**src/lsfe_pkg.sv**
```systemverilog
// lsfe_pkg: shared types and constants of the led strip frame encoder
// holds command and result types, mode codes and register indexes
// no dependencies
`default_nettype none

package lsfe_pkg;

  localparam logic [2:0] MODE_SET_COLOR = 3'd0;
  localparam logic [2:0] MODE_FADE_IN   = 3'd1;
  localparam logic [2:0] MODE_FADE_OUT  = 3'd2;
  localparam logic [2:0] MODE_ALL_OFF   = 3'd3;
  localparam logic [2:0] MODE_UPDATE    = 3'd4;
  localparam logic [2:0] MODE_NEXT_SLOT = 3'd5;

  localparam logic       CFG_LEVEL_ONE  = 1'b0;
  localparam logic       CFG_LEVEL_ZERO = 1'b1;

  localparam logic [7:0] LEVEL_ONE_RST  = 8'd58;
  localparam logic [7:0] LEVEL_ZERO_RST = 8'd29;

  localparam logic [4:0] LAST_BIT = 5'd23;

  typedef enum logic [2:0] {
    OP_SET,
    OP_FADE_IN,
    OP_FADE_OUT,
    OP_CLEAR,
    OP_COPY,
    OP_SLOT,
    OP_NOP
  } lsfe_op_t;

  typedef struct packed {
    lsfe_op_t    op;
    logic [5:0]  idx;
    logic [23:0] row;
    logic [7:0]  step;
  } lsfe_cmd_t;

  typedef struct packed {
    logic [7:0] duty;
    logic       reset_slot;
    logic       last_slot;
  } lsfe_res_t;

  typedef struct packed {
    logic init_busy;
    logic take;
  } lsfe_bstat_t;

endpackage

`default_nettype wire

```
**src/lsfe_front.sv**
```systemverilog
// lsfe_front: accepts input transactions, decodes them into commands
// and holds them in a two-entry command queue; uses lsfe_pkg
`default_nettype none

module lsfe_front import lsfe_pkg::*; #(
  parameter int LED_COUNT = 64
) (
  input  wire logic        clk,
  input  wire logic        rst_n,
  input  wire logic        push,
  output logic             full,
  input  wire logic [2:0]  in_mode,
  input  wire logic [5:0]  in_led_index,
  input  wire logic [7:0]  in_red,
  input  wire logic [7:0]  in_green,
  input  wire logic [7:0]  in_blue,
  input  wire logic [7:0]  in_fade_step,
  output logic             cmd_vld,
  output lsfe_cmd_t        cmd,
  input  wire lsfe_bstat_t bstat
);

  lsfe_cmd_t  q_r [2];
  logic       wr_ptr_r;
  logic       rd_ptr_r;
  logic [1:0] count_r;
  lsfe_cmd_t  dec;
  logic       accept;

  always_comb begin
    dec.idx  = in_led_index;
    dec.row  = {in_green, in_red, in_blue};
    dec.step = in_fade_step;
    unique case (in_mode)
      MODE_SET_COLOR: begin
        dec.op = ({5'd0, in_led_index} < 11'(LED_COUNT)) ? OP_SET : OP_NOP;
      end
      MODE_FADE_IN:   dec.op = OP_FADE_IN;
      MODE_FADE_OUT:  dec.op = OP_FADE_OUT;
      MODE_ALL_OFF:   dec.op = OP_CLEAR;
      MODE_UPDATE:    dec.op = OP_COPY;
      MODE_NEXT_SLOT: dec.op = OP_SLOT;
      default:        dec.op = OP_NOP;
    endcase
  end

  assign full    = (count_r == 2'd2) || bstat.init_busy;
  assign accept  = push && !full;
  assign cmd_vld = (count_r != 2'd0);
  assign cmd     = q_r[rd_ptr_r];

  always_ff @(posedge clk) begin
    if (accept) begin
      q_r[wr_ptr_r] <= dec;
    end
  end

  always_ff @(posedge clk) begin
    if (!rst_n) begin
      wr_ptr_r <= 1'b0;
      rd_ptr_r <= 1'b0;
      count_r  <= 2'd0;
    end else begin
      if (accept) begin
        wr_ptr_r <= !wr_ptr_r;
      end
      if (bstat.take) begin
        rd_ptr_r <= !rd_ptr_r;
      end
      count_r <= count_r + 2'(accept) - 2'(bstat.take);
    end
  end

  a_take_needs_entry: assert property (@(posedge clk) disable iff (!rst_n)
    bstat.take |-> cmd_vld) else $error("command taken from empty queue");
  a_count_bound: assert property (@(posedge clk) disable iff (!rst_n)
    count_r != 2'd3) else $error("command queue count overflow");
  a_no_accept_in_init: assert property (@(posedge clk) disable iff (!rst_n)
    bstat.init_busy |-> !accept) else $error("transaction accepted during clearing");

endmodule

`default_nettype wire

```
**src/lsfe_rq.sv**
```systemverilog
// lsfe_rq: two-entry result queue between the engine and the result port
// uses lsfe_pkg for the result type
`default_nettype none

module lsfe_rq import lsfe_pkg::*; (
  input  wire logic      clk,
  input  wire logic      rst_n,
  input  wire logic      wr_en,
  input  wire lsfe_res_t wr_data,
  output logic           q_full,
  output logic           empty,
  input  wire logic      pop,
  output lsfe_res_t      head
);

  lsfe_res_t  q_r [2];
  logic       wr_ptr_r;
  logic       rd_ptr_r;
  logic [1:0] count_r;
  logic       rd_en;

  assign q_full = (count_r == 2'd2);
  assign empty  = (count_r == 2'd0);
  assign rd_en  = pop && !empty;
  assign head   = q_r[rd_ptr_r];

  always_ff @(posedge clk) begin
    if (wr_en) begin
      q_r[wr_ptr_r] <= wr_data;
    end
  end

  always_ff @(posedge clk) begin
    if (!rst_n) begin
      wr_ptr_r <= 1'b0;
      rd_ptr_r <= 1'b0;
      count_r  <= 2'd0;
    end else begin
      if (wr_en) begin
        wr_ptr_r <= !wr_ptr_r;
      end
      if (rd_en) begin
        rd_ptr_r <= !rd_ptr_r;
      end
      count_r <= count_r + 2'(wr_en) - 2'(rd_en);
    end
  end

  a_no_overflow: assert property (@(posedge clk) disable iff (!rst_n)
    wr_en |-> !q_full) else $error("result queue overflow");
  a_count_bound: assert property (@(posedge clk) disable iff (!rst_n)
    count_r != 2'd3) else $error("result queue count out of range");
  a_count_step: assert property (@(posedge clk) disable iff (!rst_n)
    (wr_en && !rd_en) |=> !empty) else $error("result lost after write");

endmodule

`default_nettype wire

```
**src/lsfe_back.sv**
```systemverilog
// lsfe_back: command engine with the working and shown row memories
// runs the row sweeps, the slot counter and the post-reset clearing pass; uses lsfe_pkg
`default_nettype none

module lsfe_back import lsfe_pkg::*; #(
  parameter int LED_COUNT    = 64,
  parameter int RESET_GROUPS = 2
) (
  input  wire logic       clk,
  input  wire logic       rst_n,
  input  wire logic       cmd_vld,
  input  wire lsfe_cmd_t  cmd,
  output lsfe_bstat_t     bstat,
  input  wire logic [7:0] level_one,
  input  wire logic [7:0] level_zero,
  input  wire logic       rq_full,
  output logic            res_push,
  output lsfe_res_t       res
);

  localparam int AW        = (LED_COUNT > 1) ? $clog2(LED_COUNT) : 1;
  localparam int LED_TOTAL = LED_COUNT + RESET_GROUPS;
  localparam int LW        = $clog2(LED_TOTAL);

  typedef enum logic [2:0] {
    S_INIT,
    S_IDLE,
    S_FINISH,
    S_SWEEP,
    S_DRAIN,
    S_SLOT_RD,
    S_SLOT_OUT
  } state_t;

  function automatic logic [7:0] sat_add(input logic [7:0] v, input logic [7:0] s);
    logic [8:0] sum;
    sum = {1'b0, v} + {1'b0, s};
    return sum[8] ? 8'hFF : sum[7:0];
  endfunction

  function automatic logic [7:0] floor_sub(input logic [7:0] v, input logic [7:0] s);
    return (v > s) ? (v - s) : 8'd0;
  endfunction

  logic [23:0]     work_mem  [LED_COUNT];
  logic [23:0]     shown_mem [LED_COUNT];
  logic [23:0]     work_rd_r;
  logic [23:0]     shown_rd_r;

  state_t          state_r;
  lsfe_cmd_t       cmd_r;
  logic [AW-1:0]   sw_addr_r;
  logic            pipe_vld_r;
  logic [AW-1:0]   pipe_addr_r;
  logic [LW-1:0]   slot_led_r;
  logic [4:0]      slot_bit_r;
  logic [4:0]      bit_hold_r;
  logic            is_rst_r;
  logic            is_last_r;

  logic            take;
  logic            sw_last;
  logic            slot_data;
  logic            slot_last;
  logic [15:0]     idx_ext;

  logic            work_we;
  logic [AW-1:0]   work_wa;
  logic [23:0]     work_wd;
  logic            work_re;
  logic            shown_we;
  logic [AW-1:0]   shown_wa;
  logic            shown_re;
  logic [23:0]     faded;

  assign take      = (state_r == S_IDLE) && cmd_vld && !rq_full;
  assign sw_last   = (sw_addr_r == AW'(LED_COUNT - 1));
  assign slot_data = (slot_led_r < LW'(LED_COUNT));
  assign slot_last = (slot_led_r == LW'(LED_TOTAL - 1)) && (slot_bit_r == LAST_BIT);
  assign idx_ext   = 16'(cmd_r.idx);

  assign bstat.init_busy = (state_r == S_INIT);
  assign bstat.take      = take;

  always_comb begin
    for (int i = 0; i < 3; i++) begin
      if (cmd_r.op == OP_FADE_IN) begin
        faded[i*8 +: 8] = sat_add(work_rd_r[i*8 +: 8], cmd_r.step);
      end else begin
        faded[i*8 +: 8] = floor_sub(work_rd_r[i*8 +: 8], cmd_r.step);
      end
    end
  end

  always_comb begin
    work_we  = 1'b0;
    work_wa  = pipe_addr_r;
    work_wd  = 24'd0;
    shown_we = 1'b0;
    shown_wa = pipe_addr_r;
    work_re  = (state_r == S_SWEEP);
    shown_re = (state_r == S_SLOT_RD) && slot_data;
    if (state_r == S_INIT) begin
      work_we  = 1'b1;
      work_wa  = sw_addr_r;
      shown_we = 1'b1;
      shown_wa = sw_addr_r;
    end else if ((state_r == S_FINISH) && (cmd_r.op == OP_SET)) begin
      work_we = 1'b1;
      work_wa = idx_ext[AW-1:0];
      work_wd = cmd_r.row;
    end else if (pipe_vld_r) begin
      case (cmd_r.op) inside
        OP_FADE_IN, OP_FADE_OUT: begin
          work_we = 1'b1;
          work_wd = faded;
        end
        OP_CLEAR: begin
          work_we = 1'b1;
        end
        OP_COPY: begin
          shown_we = 1'b1;
        end
        default: begin
          work_we = 1'b0;
        end
      endcase
    end
  end

  always_ff @(posedge clk) begin
    if (work_we) begin
      work_mem[work_wa] <= work_wd;
    end
    if (work_re) begin
      work_rd_r <= work_mem[sw_addr_r];
    end
  end

  always_ff @(posedge clk) begin
    if (shown_we) begin
      shown_mem[shown_wa] <= work_rd_r & {24{(state_r != S_INIT)}};
    end
    if (shown_re) begin
      shown_rd_r <= shown_mem[slot_led_r[AW-1:0]];
    end
  end

  always_comb begin
    res_push       = 1'b0;
    res.duty       = 8'd0;
    res.reset_slot = 1'b0;
    res.last_slot  = 1'b0;
    unique case (state_r) inside
      S_FINISH, S_DRAIN: res_push = 1'b1;
      S_SLOT_OUT: begin
        res_push       = 1'b1;
        res.reset_slot = is_rst_r;
        res.last_slot  = is_last_r;
        if (!is_rst_r) begin
          res.duty = shown_rd_r[LAST_BIT - bit_hold_r] ? level_one : level_zero;
        end
      end
      default: res_push = 1'b0;
    endcase
  end

  always_ff @(posedge clk) begin
    if (!rst_n) begin
      state_r    <= S_INIT;
      sw_addr_r  <= '0;
      pipe_vld_r <= 1'b0;
      slot_led_r <= '0;
      slot_bit_r <= 5'd0;
    end else begin
      unique case (state_r)
        S_INIT: begin
          sw_addr_r <= AW'(sw_addr_r + 1'b1);
          if (sw_last) begin
            sw_addr_r <= '0;
            state_r   <= S_IDLE;
          end
        end
        S_IDLE: begin
          if (take) begin
            cmd_r     <= cmd;
            sw_addr_r <= '0;
            unique case (cmd.op) inside
              OP_FADE_IN, OP_FADE_OUT, OP_CLEAR, OP_COPY: state_r <= S_SWEEP;
              OP_SLOT: state_r <= S_SLOT_RD;
              default: state_r <= S_FINISH;
            endcase
          end
        end
        S_FINISH: begin
          state_r <= S_IDLE;
        end
        S_SWEEP: begin
          pipe_vld_r  <= 1'b1;
          pipe_addr_r <= sw_addr_r;
          sw_addr_r   <= AW'(sw_addr_r + 1'b1);
          if (sw_last) begin
            state_r <= S_DRAIN;
          end
        end
        S_DRAIN: begin
          pipe_vld_r <= 1'b0;
          state_r    <= S_IDLE;
        end
        S_SLOT_RD: begin
          bit_hold_r <= slot_bit_r;
          is_rst_r   <= !slot_data;
          is_last_r  <= slot_last;
          if (slot_last) begin
            slot_led_r <= '0;
            slot_bit_r <= 5'd0;
          end else if (slot_bit_r == LAST_BIT) begin
            slot_led_r <= LW'(slot_led_r + 1'b1);
            slot_bit_r <= 5'd0;
          end else begin
            slot_bit_r <= slot_bit_r + 5'd1;
          end
          state_r <= S_SLOT_OUT;
        end
        S_SLOT_OUT: begin
          state_r <= S_IDLE;
        end
        default: state_r <= S_IDLE;
      endcase
    end
  end

  a_push_has_room: assert property (@(posedge clk) disable iff (!rst_n)
    res_push |-> !rq_full) else $error("result pushed into full queue");
  a_slot_bit_range: assert property (@(posedge clk) disable iff (!rst_n)
    slot_bit_r <= LAST_BIT) else $error("slot bit counter out of range");
  a_slot_led_range: assert property (@(posedge clk) disable iff (!rst_n)
    int'(slot_led_r) < LED_TOTAL) else $error("slot led counter out of range");
  a_last_in_gap: assert property (@(posedge clk) disable iff (!rst_n)
    (res_push && res.last_slot) |-> res.reset_slot)
    else $error("last slot outside reset gap");
  a_init_no_push: assert property (@(posedge clk) disable iff (!rst_n)
    (state_r == S_INIT) |-> !res_push) else $error("result during clearing pass");

endmodule

`default_nettype wire

```
**src/led_strip_frame_encoder_unit.sv**
```systemverilog
// led strip frame encoder: queue-style command input, slot result queue and
// two level registers. Input push/full: one transaction per accepted command
// (set color, fade in, fade out, all off, update, next slot). Result empty/pop:
// exactly one result per command, in order; non-slot commands return zeros.
// Next slot returns the compare value of the next bit of the shown buffer,
// green, red, blue, msb first, then RESET_GROUPS leds of zero reset slots.
// Commands are decoded into a two-entry queue and run one at a time by the
// engine: set color and unused modes via the finish state, next slot via the
// slot read and output states, fade in, fade out, all off and update by a
// sweep of all rows through the one-row-per-cycle working memory port. A
// pushed command is registered in the queue first. After reset both buffers
// are cleared in a pass over every row, with full held high; config writes
// are taken meanwhile. If the receiver stalls, the result queue fills after
// two results, the engine waits and full rises once the command queue holds
// two commands. A level write takes effect at once, so the user must write
// levels only while no command is in flight; the block does not enforce it.
// uses lsfe_pkg, lsfe_front, lsfe_back and lsfe_rq
`default_nettype none

module led_strip_frame_encoder_unit import lsfe_pkg::*; #(
  parameter int LED_COUNT    = 64,
  parameter int RESET_GROUPS = 2
) (
  input  wire logic       clk,
  input  wire logic       rst_n,
  input  wire logic       push,
  output logic            full,
  input  wire logic [2:0] in_mode,
  input  wire logic [5:0] in_led_index,
  input  wire logic [7:0] in_red,
  input  wire logic [7:0] in_green,
  input  wire logic [7:0] in_blue,
  input  wire logic [7:0] in_fade_step,
  output logic            empty,
  input  wire logic       pop,
  output logic [7:0]      out_duty,
  output logic            out_reset_slot,
  output logic            out_last_slot,
  input  wire logic       cfg_wr_en,
  input  wire logic       cfg_index,
  input  wire logic [7:0] cfg_data
);

  logic [7:0]  level_one_r;
  logic [7:0]  level_zero_r;
  logic        cmd_vld;
  lsfe_cmd_t   cmd;
  lsfe_bstat_t bstat;
  logic        rq_full;
  logic        res_push;
  lsfe_res_t   res;
  lsfe_res_t   head;

  always_ff @(posedge clk) begin
    if (!rst_n) begin
      level_one_r  <= LEVEL_ONE_RST;
      level_zero_r <= LEVEL_ZERO_RST;
    end else if (cfg_wr_en) begin
      unique case (cfg_index)
        CFG_LEVEL_ONE:  level_one_r  <= cfg_data;
        CFG_LEVEL_ZERO: level_zero_r <= cfg_data;
        default:        level_one_r  <= level_one_r;
      endcase
    end
  end

  lsfe_front #(.LED_COUNT(LED_COUNT)) u_front (
    .clk          (clk),
    .rst_n        (rst_n),
    .push         (push),
    .full         (full),
    .in_mode      (in_mode),
    .in_led_index (in_led_index),
    .in_red       (in_red),
    .in_green     (in_green),
    .in_blue      (in_blue),
    .in_fade_step (in_fade_step),
    .cmd_vld      (cmd_vld),
    .cmd          (cmd),
    .bstat        (bstat)
  );

  lsfe_back #(.LED_COUNT(LED_COUNT), .RESET_GROUPS(RESET_GROUPS)) u_back (
    .clk        (clk),
    .rst_n      (rst_n),
    .cmd_vld    (cmd_vld),
    .cmd        (cmd),
    .bstat      (bstat),
    .level_one  (level_one_r),
    .level_zero (level_zero_r),
    .rq_full    (rq_full),
    .res_push   (res_push),
    .res        (res)
  );

  lsfe_rq u_rq (
    .clk     (clk),
    .rst_n   (rst_n),
    .wr_en   (res_push),
    .wr_data (res),
    .q_full  (rq_full),
    .empty   (empty),
    .pop     (pop),
    .head    (head)
  );

  assign out_duty       = head.duty;
  assign out_reset_slot = head.reset_slot;
  assign out_last_slot  = head.last_slot;

endmodule

`default_nettype wire
```
**config.mk**
```make
export PLATFORM = sky130hd
export DESIGN_NAME = led_strip_frame_encoder_unit
export DESIGN_NICKNAME = d
export VERILOG_FILES = /design/src/lsfe_pkg.sv /design/src/lsfe_front.sv /design/src/lsfe_rq.sv /design/src/lsfe_back.sv /design/src/led_strip_frame_encoder_unit.sv
export SDC_FILE = /design/constraint.sdc
export NUM_CORES = 2
export LEC_CHECK = 0
export BUFFER_PORTS_ARGS = -buffer_cell sky130_fd_sc_hd__buf_2
export CAP_MARGIN = 25
export CORE_ASPECT_RATIO = 1.2
export CORE_UTILIZATION = 50
export DETAILED_ROUTE_END_ITERATION = 16
export PLACE_DENSITY_LB_ADDON = 0.25
export SLEW_MARGIN = 25
export SYNTH_ARGS = -nofsm -noshare
export SYNTH_HDL_FRONTEND = slang
export SYNTH_HIERARCHICAL = 1
export SYNTH_SLANG_ARGS = --single-unit
export TNS_END_PERCENT = 5
```
**constraint.sdc**
```tcl
create_clock -name clk -period 6 [get_ports clk]
set_clock_uncertainty 0.2 [all_clocks]
set_input_delay 0.6 -clock clk [delete_from_list [all_inputs] [get_ports clk]]
set_output_delay 0.6 -clock clk [all_outputs]
set_load 0.005 [all_outputs]
```
== Word-level counts from Yosys, hierarchy flattened ==
Memories as Yosys holds them, arrays and structs flattened. A register that Yosys moved wholly into a read port is not among the register bits.
Index checks and enable logic that the tools add are counted.

* Flip-flop bits (word level): 100
* Bits in writable memories: 3174
* Input bits: 55
* Output and inout port bits: 12
* Logic and storage cells: 169
* Memories kept: 4

* Add/subtract/negate cells: 14
* Order comparisons: 5
* Equality and inequality tests: 28
* Mux-type cells: 59
* Bitwise operators: 2
* Reductions and logical operators: 36

{| class="wikitable"
|+ Memories
! memory !! depth !! width !! read ports !! clocked after memory_dff !! write ports !! line !! source
|-
| u_back.shown_mem || 64 || 24 || 1 || 1 || 1 || lsfe_back.sv:46 || <nowiki>logic [23:0] shown_mem [LED_COUNT];</nowiki>
|-
| u_back.work_mem || 64 || 24 || 1 || 1 || 1 || lsfe_back.sv:45 || <nowiki>logic [23:0] work_mem [LED_COUNT];</nowiki>
|-
| u_front.q_r || 2 || 41 || 1 || 1 || 1 || lsfe_front.sv:23 || <nowiki>lsfe_cmd_t q_r [2];</nowiki>
|-
| u_rq.q_r || 2 || 10 || 1 || 1 || 1 || lsfe_rq.sv:16 || <nowiki>lsfe_res_t q_r [2];</nowiki>
|}

{| class="wikitable"
|+ Operator list
! kind !! number
|-
| two-way mux 24 bit || 4
|-
| two-way mux 8 bit || 11
|-
| two-way mux 6 bit || 5
|-
| adder 8 x 8 -> 9 bit || 3
|-
| two-way mux 1 bit || 25
|-
| AND 24 bit || 1
|-
| == test 3 x 2 -> 1 bit, second input constant || 8
|-
| == test 3 bit, second input constant || 8
|-
| > comparator 8 bit || 3
|-
| subtractor 8 bit || 3
|-
| one-hot mux 3 bit (6 select lines) || 1
|-
| one-hot mux 6 bit (3 select lines) || 1
|-
| two-way mux 7 bit || 2
|-
| == test 3 x 1 -> 1 bit, second input constant || 4
|-
| one-hot mux 3 bit (4 select lines) || 1
|-
| AND reduction 2 bit || 6
|-
| two-way mux 10 bit || 1
|-
| two-way mux 5 bit || 2
|-
| zero test 3 bit || 3
|-
| two-way mux 3 bit || 3
|-
| zero test 1 bit || 8
|-
| adder 7 x 1 -> 7 bit, second input constant || 1
|-
| == test 7 bit, second input constant || 1
|-
| logical AND 1 bit || 7
|-
| other kinds (23) || 32
|}

== Longest topological paths before layout ==
* Depth in word-level cells: 9
* Depth in mapped cells: 13
* Gate-level depth less buffers: 10

== Modules after synthesis ==
The synthesis kept the hierarchy.

{| class="wikitable"
|+ Modules (own cells, without submodules)
! module !! instances !! cells each !! area each (um^2)
|-
| lsfe_back || 1 || 5765 || 125412.8
|-
| lsfe_front || 1 || 156 || 3415.8
|-
| lsfe_rq || 1 || 54 || 960.9
|-
| led_strip_frame_encoder_unit || 1 || 70 || 651.9
|}

== Least setup slack after synthesis ==
OpenSTA, ideal clock, no wires.

* Path type: reg-to-reg
* Start point: register u_back/cmd_r[2] (netlist name)
* End point: memory u_back.work_mem[0][14], data pin
* Arrival time: 5.013 ns
* Data required time: 5.033 ns
* Setup slack: 0.019 ns
* Stages on the path, launching flop included: 10
* Buffers on the path: 1
* Cells stage by stage: edfxtp_1 inv_1 ha_1 buf_2 nand2b_1 a221oi_1 a221oi_1 o21ai_1 o221ai_1 a311oi_1

* Longest elaborated chain between the ends: 7

{| class="wikitable"
|+ Ends and longest elaborated chain
! item !! line !! source
|-
| start: declaration || lsfe_back.sv:51 || <nowiki>lsfe_cmd_t cmd_r;</nowiki>
|-
| start signal: assignment || lsfe_back.sv:186 || <nowiki>cmd_r <= cmd;</nowiki>
|-
| subtractor 8 bit (tied with other cells) || lsfe_back.sv:42 || <nowiki>return (v > s) ? (v - s) : 8'd0;</nowiki>
|-
| two-way mux 8 bit (on tied branches) || lsfe_back.sv:42, lsfe_back.sv:38 ||
|-
| two-way mux 8 bit * || lsfe_back.sv:87 || <nowiki>if (cmd_r.op == OP_FADE_IN) begin</nowiki>
|-
| two-way mux 24 bit * || lsfe_back.sv:113 || <nowiki>case (cmd_r.op) inside</nowiki>
|-
| two-way mux 24 bit * || lsfe_back.sv:112 || <nowiki>end else if (pipe_vld_r) begin</nowiki>
|-
| two-way mux 24 bit * || lsfe_back.sv:108 || <nowiki>end else if ((state_r == S_FINISH) && (cmd_r.op == OP_SET)) begin</nowiki>
|-
| two-way mux 24 bit * || lsfe_back.sv:103 || <nowiki>if (state_r == S_INIT) begin</nowiki>
|-
| via u_back.work_wd[14] || lsfe_back.sv:69 || <nowiki>logic [23:0] work_wd;</nowiki>
|-
| end: declaration || lsfe_back.sv:45 ||
|}

The timed path passes the listed nets; every way through them passes the cells marked *.

== Final worst setup path ==
* Start point: register u_back.state_r[2]
* End point: memory u_back.shown_mem[32][19] (enable)

* Longest elaborated chain between the ends: 6

{| class="wikitable"
|+ Ends and longest elaborated chain
! item !! line !! source
|-
| start: declaration || lsfe_back.sv:50 || <nowiki>state_t state_r;</nowiki>
|-
| start signal: assignment || lsfe_back.sv:170 || <nowiki>state_r <= S_INIT;</nowiki>
|-
| start signal: assignment || lsfe_back.sv:181 || <nowiki>state_r <= S_IDLE;</nowiki>
|-
| start signal: assignment || lsfe_back.sv:189 || <nowiki>OP_FADE_IN, OP_FADE_OUT, OP_CLEAR, OP_COPY: state_r <= S_SWEEP;</nowiki>
|-
| == test 3 x 2 -> 1 bit || lsfe_back.sv:108 ||
|-
| logical AND 1 bit || lsfe_back.sv:108 ||
|-
| two-way mux 1 bit || lsfe_back.sv:108 ||
|-
| two-way mux 1 bit || lsfe_back.sv:103 ||
|-
| two-way mux 1 bit || lsfe_back.sv:141 || <nowiki>if (shown_we) begin</nowiki>
|-
| two-way mux 1 bit (not written as such) || lsfe_back.sv:142 || <nowiki>shown_mem[shown_wa] <= work_rd_r & {24{(state_r != S_INIT)}};</nowiki>
|-
| end: declaration || lsfe_back.sv:46 ||
|}

Parallel ways exist; a longest one is shown, timed or not.

==> flow_summary_export.csv <==
group,metric,value,unit
cells_and_area,fin_nets,6583,
timing,slew_headroom,0.190,
worst_setup_path,critPathRequiredTime,6350,ps
pwr,ir_worst_vdd,374,uV
clocking,cts_sinks,3324,
timing,tns,0,ps
floorplanning,fp-row-count,205,
drt,dr.first_iter.drc_count,7221,
placed_design,dp_hpwl,205000,um
worst_setup_path,crit_path_start_kind,"register",
worst_hold_path,holdPathStages,3,
worst_setup_path,worstSetupPathDepth,6,
placed_design,io_buffers,66,
worst_setup_path,critical_path.cell_chain,"or3_2, buf_4, nor2_1, a21oi_1, nand2_1, nor2_4",
worst_setup_path,critical_path.endpoint_type,"register",
clocking,clk_path_buf_depth,4,
drt,num_vias,63922,
clocking,clk_root_buffer_cell,"clkbuf_16",
drt,routed_wl,337000,um
timing,fin_crit,4680,ps
clocking,cts_resized,0,
timing,fin_hold_ws,68.9,ps
synth,syn_inst,6045,
clocking,tritoncts,"built",
synth,synth_top_cell_by_area,"edfxtp_1",
clocking,clkTransAtPathRegs,60,ps
global_route,grt-ovfl-total,0,
floorplanning,start_util,0.503,
timing,rsz0062_at_grt,"false",
status,outcome,"finished, final reports clean",
global_route,grtUsageTotal,0.257,
synth,yosys_most_used_dff,"edfxtp_1",
worst_setup_path,critical-path-slowest-cell,"nor2_4",
global_route,grt_max_degree,117,
cells_and_area,fill_cells,18795,
worst_setup_path,cp.buffers_inverters,1,
global_route,antenna_found_initial,12,
drt,drt_pass1_iterations,6,
worst_setup_path,worstPathArrival,5030,ps
floorplanning,ioPinCount,67,
synth,synth_seq_cells,3324,
timing,fin_crit_sh,0.780,
worst_setup_path,critPathMaxFanout,33,
cells_and_area,drive_gt1_frac,0.281,
worst_setup_path,reg2regPathDepth,6,
timing,timing.fmax,214,MHz
placed_design,place_congestion,0.912,
pwr,power_density,318,nW/um^2
floorplanning,die_w,468,um
cells_and_area,syn_to_final_growth,13.3,%
drt,viasPerCell,6.31,
synth,async_reset_ff_frac,0,
synth,synth_edf_count,3276,
floorplanning,core,260000,um^2
drt,ant_nets,0,
global_route,grt_pass1_wl,477000,um
synth,synth_top_cell_area_share,0.754,
drt,drc,0,
worst_setup_path,critPathKind,"register to register",
floorplanning,die_area,263000,um^2
drt,wl_met1,125000,um
pwr,leakagePower,0.0459,uW
worst_setup_path,cp_top_family,"simple AND/OR/NAND/NOR gates",
synth,avgSynthCellArea,21.6,um^2
clocking,numCtsBuffers,343,
worst_setup_path,crit_path_max_incr_delay,930,ps
flow_run,max_cap_violations,0,
global_route,grt_pass1_vias,64299,
synth,yosys.cell_types.count,86,
clocking,insertion_delay,970,ps
floorplanning,die_h,562,um
drt,routed.top_layer,"met5",
clocking,htreeDepth,5,
timing,report.final.slew_viol_count,0,
drt,route.met2.wl,171000,um
cells_and_area,post-route-util,0.570,
drt,met3_length,23000,um
timing,setup_viol_count_final,0,
cells_and_area,multi_input_area,30100,um^2
drt,post_drt_wl_per_cell,33.2,um
synth,netlist_area,130000,um^2
synth,syn-num-nets,6162,
synth,yosys_warnings,6,
synth,synthTopCellsByArea,"edfxtp_1 75%, mux4_2 14%, mux2i_1 1.5%",
worst_hold_path,hold_path.class,"input pin to register",
cells_and_area,seq_area,99400,um^2
synth,seq_area_frac_synth,0.762,
timing,tightest_slew,1180,ps
timing,hold_violations,0,
## sequential cells by signal (all words and copies together) (netlist names), 2 cells and up, named ones only
register	cells
level_one_r	8
level_zero_r	8
u_back/bit_hold_r	5
u_back/cmd_r	41
u_back/pipe_addr_r	6
u_back/shown_mem	1536
u_back/shown_rd_r	24
u_back/slot_bit_r	5
u_back/slot_led_r	7
u_back/state_r	3
u_back/sw_addr_r	6
u_back/work_mem	1536
u_back/work_rd_r	24
u_front/count_r	2
u_front/q_r	82
u_rq/count_r	2
u_rq/q_r	20
## cell usage after synthesis, types with 10 or more instances
library cell  count
inv_1            50
edfxtp_1       3276
or3_1            12
a32oi_1          14
nand3b_1         21
clkbuf_1        106
mux2_4           40
a311oi_1         10
buf_4            43
a22oi_1          23
buf_2           101
ha_1             56
nand3_1          35
o22ai_1          25
buf_6            22
mux4_2          824
a211o_1          14
xnor2_1          25
a21oi_1          93
mux2_2           36
mux2i_1         197
nor2b_1          32
dfxtp_1          48
o21a_1           11
o211ai_1         16
nand4_1          22
a31oi_1          13
o221ai_1         36
a211oi_1         29
a21o_1           10
nor3_1           37
nor2_1          228
nand2b_1         25
mux2_1           10
a221oi_1         14
and3_1           10
o21ai_0          83
buf_1            36
nand2_1         198
and2_1           49
## final cells by class
| class | instances | area share |
|---|---|---|
| clock inverter | 159 | 0.0102 |
| antenna | 7 | 0.000118 |
| multi-input combinational | 2354 | 0.204 |
| timing repair buffer | 388 | 0.0221 |
| tap | 3415 | 0.0289 |
| clock buffer | 428 | 0.0615 |
| sequential | 3324 | 0.672 |
| inverter | 55 | 0.00144 |
## stage by stage
stage	instances	setup WS [ps]	total power (uW)	area, um^2
finish	10130	1320	47100	148000
global route	10125	1090	48200	148000
CTS	10118	1440	47300	148000
detailed placement	9471	1490	27100	136000
global placement	9470	1630	27000	136000
floorplan	6045	19.3	26500	130000
## cell usage in the layout, fill, tap and decap left out, drive strengths merged, types with 32 or more instances in the layout
| cell | n |
|---|---|
| mux2i | 197 |
| o221ai | 36 |
| nor3 | 37 |
| o21ai | 86 |
| dlygate4sd3 | 60 |
| a21oi | 94 |
| clkbuf | 428 |
| edfxtp | 3276 |
| nand3 | 35 |
| inv | 59 |
| nor2 | 229 |
| nor2b | 32 |
| clkinv | 117 |
| and2 | 50 |
| mux4 | 824 |
| buf | 328 |
| dfxtp | 48 |
| ha | 56 |
| mux2 | 86 |
| nand2 | 198 |
## final timing paths
| check | startpoint | end | slack (ps) |
|---|---|---|---|
| min | push | u_front/wr_ptr_r | 70 |
| min reg2reg | level_zero_r[5] | level_zero_r[5] | 250 |
| max reg2reg | u_back/state_r[2] | u_back/shown_mem[32][19] | 1320 |
| max | u_back/state_r[2] | u_back/shown_mem[32][19] | 1320 |
## timing repair
action                                 CTS  global route
setup buffers                            0             0
endpoints found under the hold margin  109             0
hold buffers                            60             0
## power by group
part	total, uW	switching (uW)	internal (uW)
Clock	20500	8510	12000
Combinational	1270	787	479
Sequential	25300	59.0	25300
Total	47100	9350	37700
## worst register-to-register path, stage by stage, from the launching register on
cell	delay (ps)
dfxtp_1	750
or3_2	530
buf_4	420
nor2_1	120
a21oi_1	620
nand2_1	670
nor2_4	930
## logic make-up after synthesis
logic type                 after synthesis  share of synthesized area
AOI/OAI and AO/OA                      456                     0.0241
and+or+nand+nor                        694                     0.0251
buffers and inverters                  367                     0.0145
muxes                                 1107                      0.166
DFF                                   3324                      0.762
adders and majority gates               62                    0.00629
xor gates and xnor gates                35                    0.00246
## layer usage
| metal | track usage | vias up |
|---|---|---|
| met4 | 0.122 | 4 |
| met2 | 0.431 | 2949 |
| li1 | - | 26133 |
| met1 | 0.331 | 34194 |
| met3 | 0.0372 | 642 |
| met5 | 0 | - |
Power figures use the tool's default switching activity.
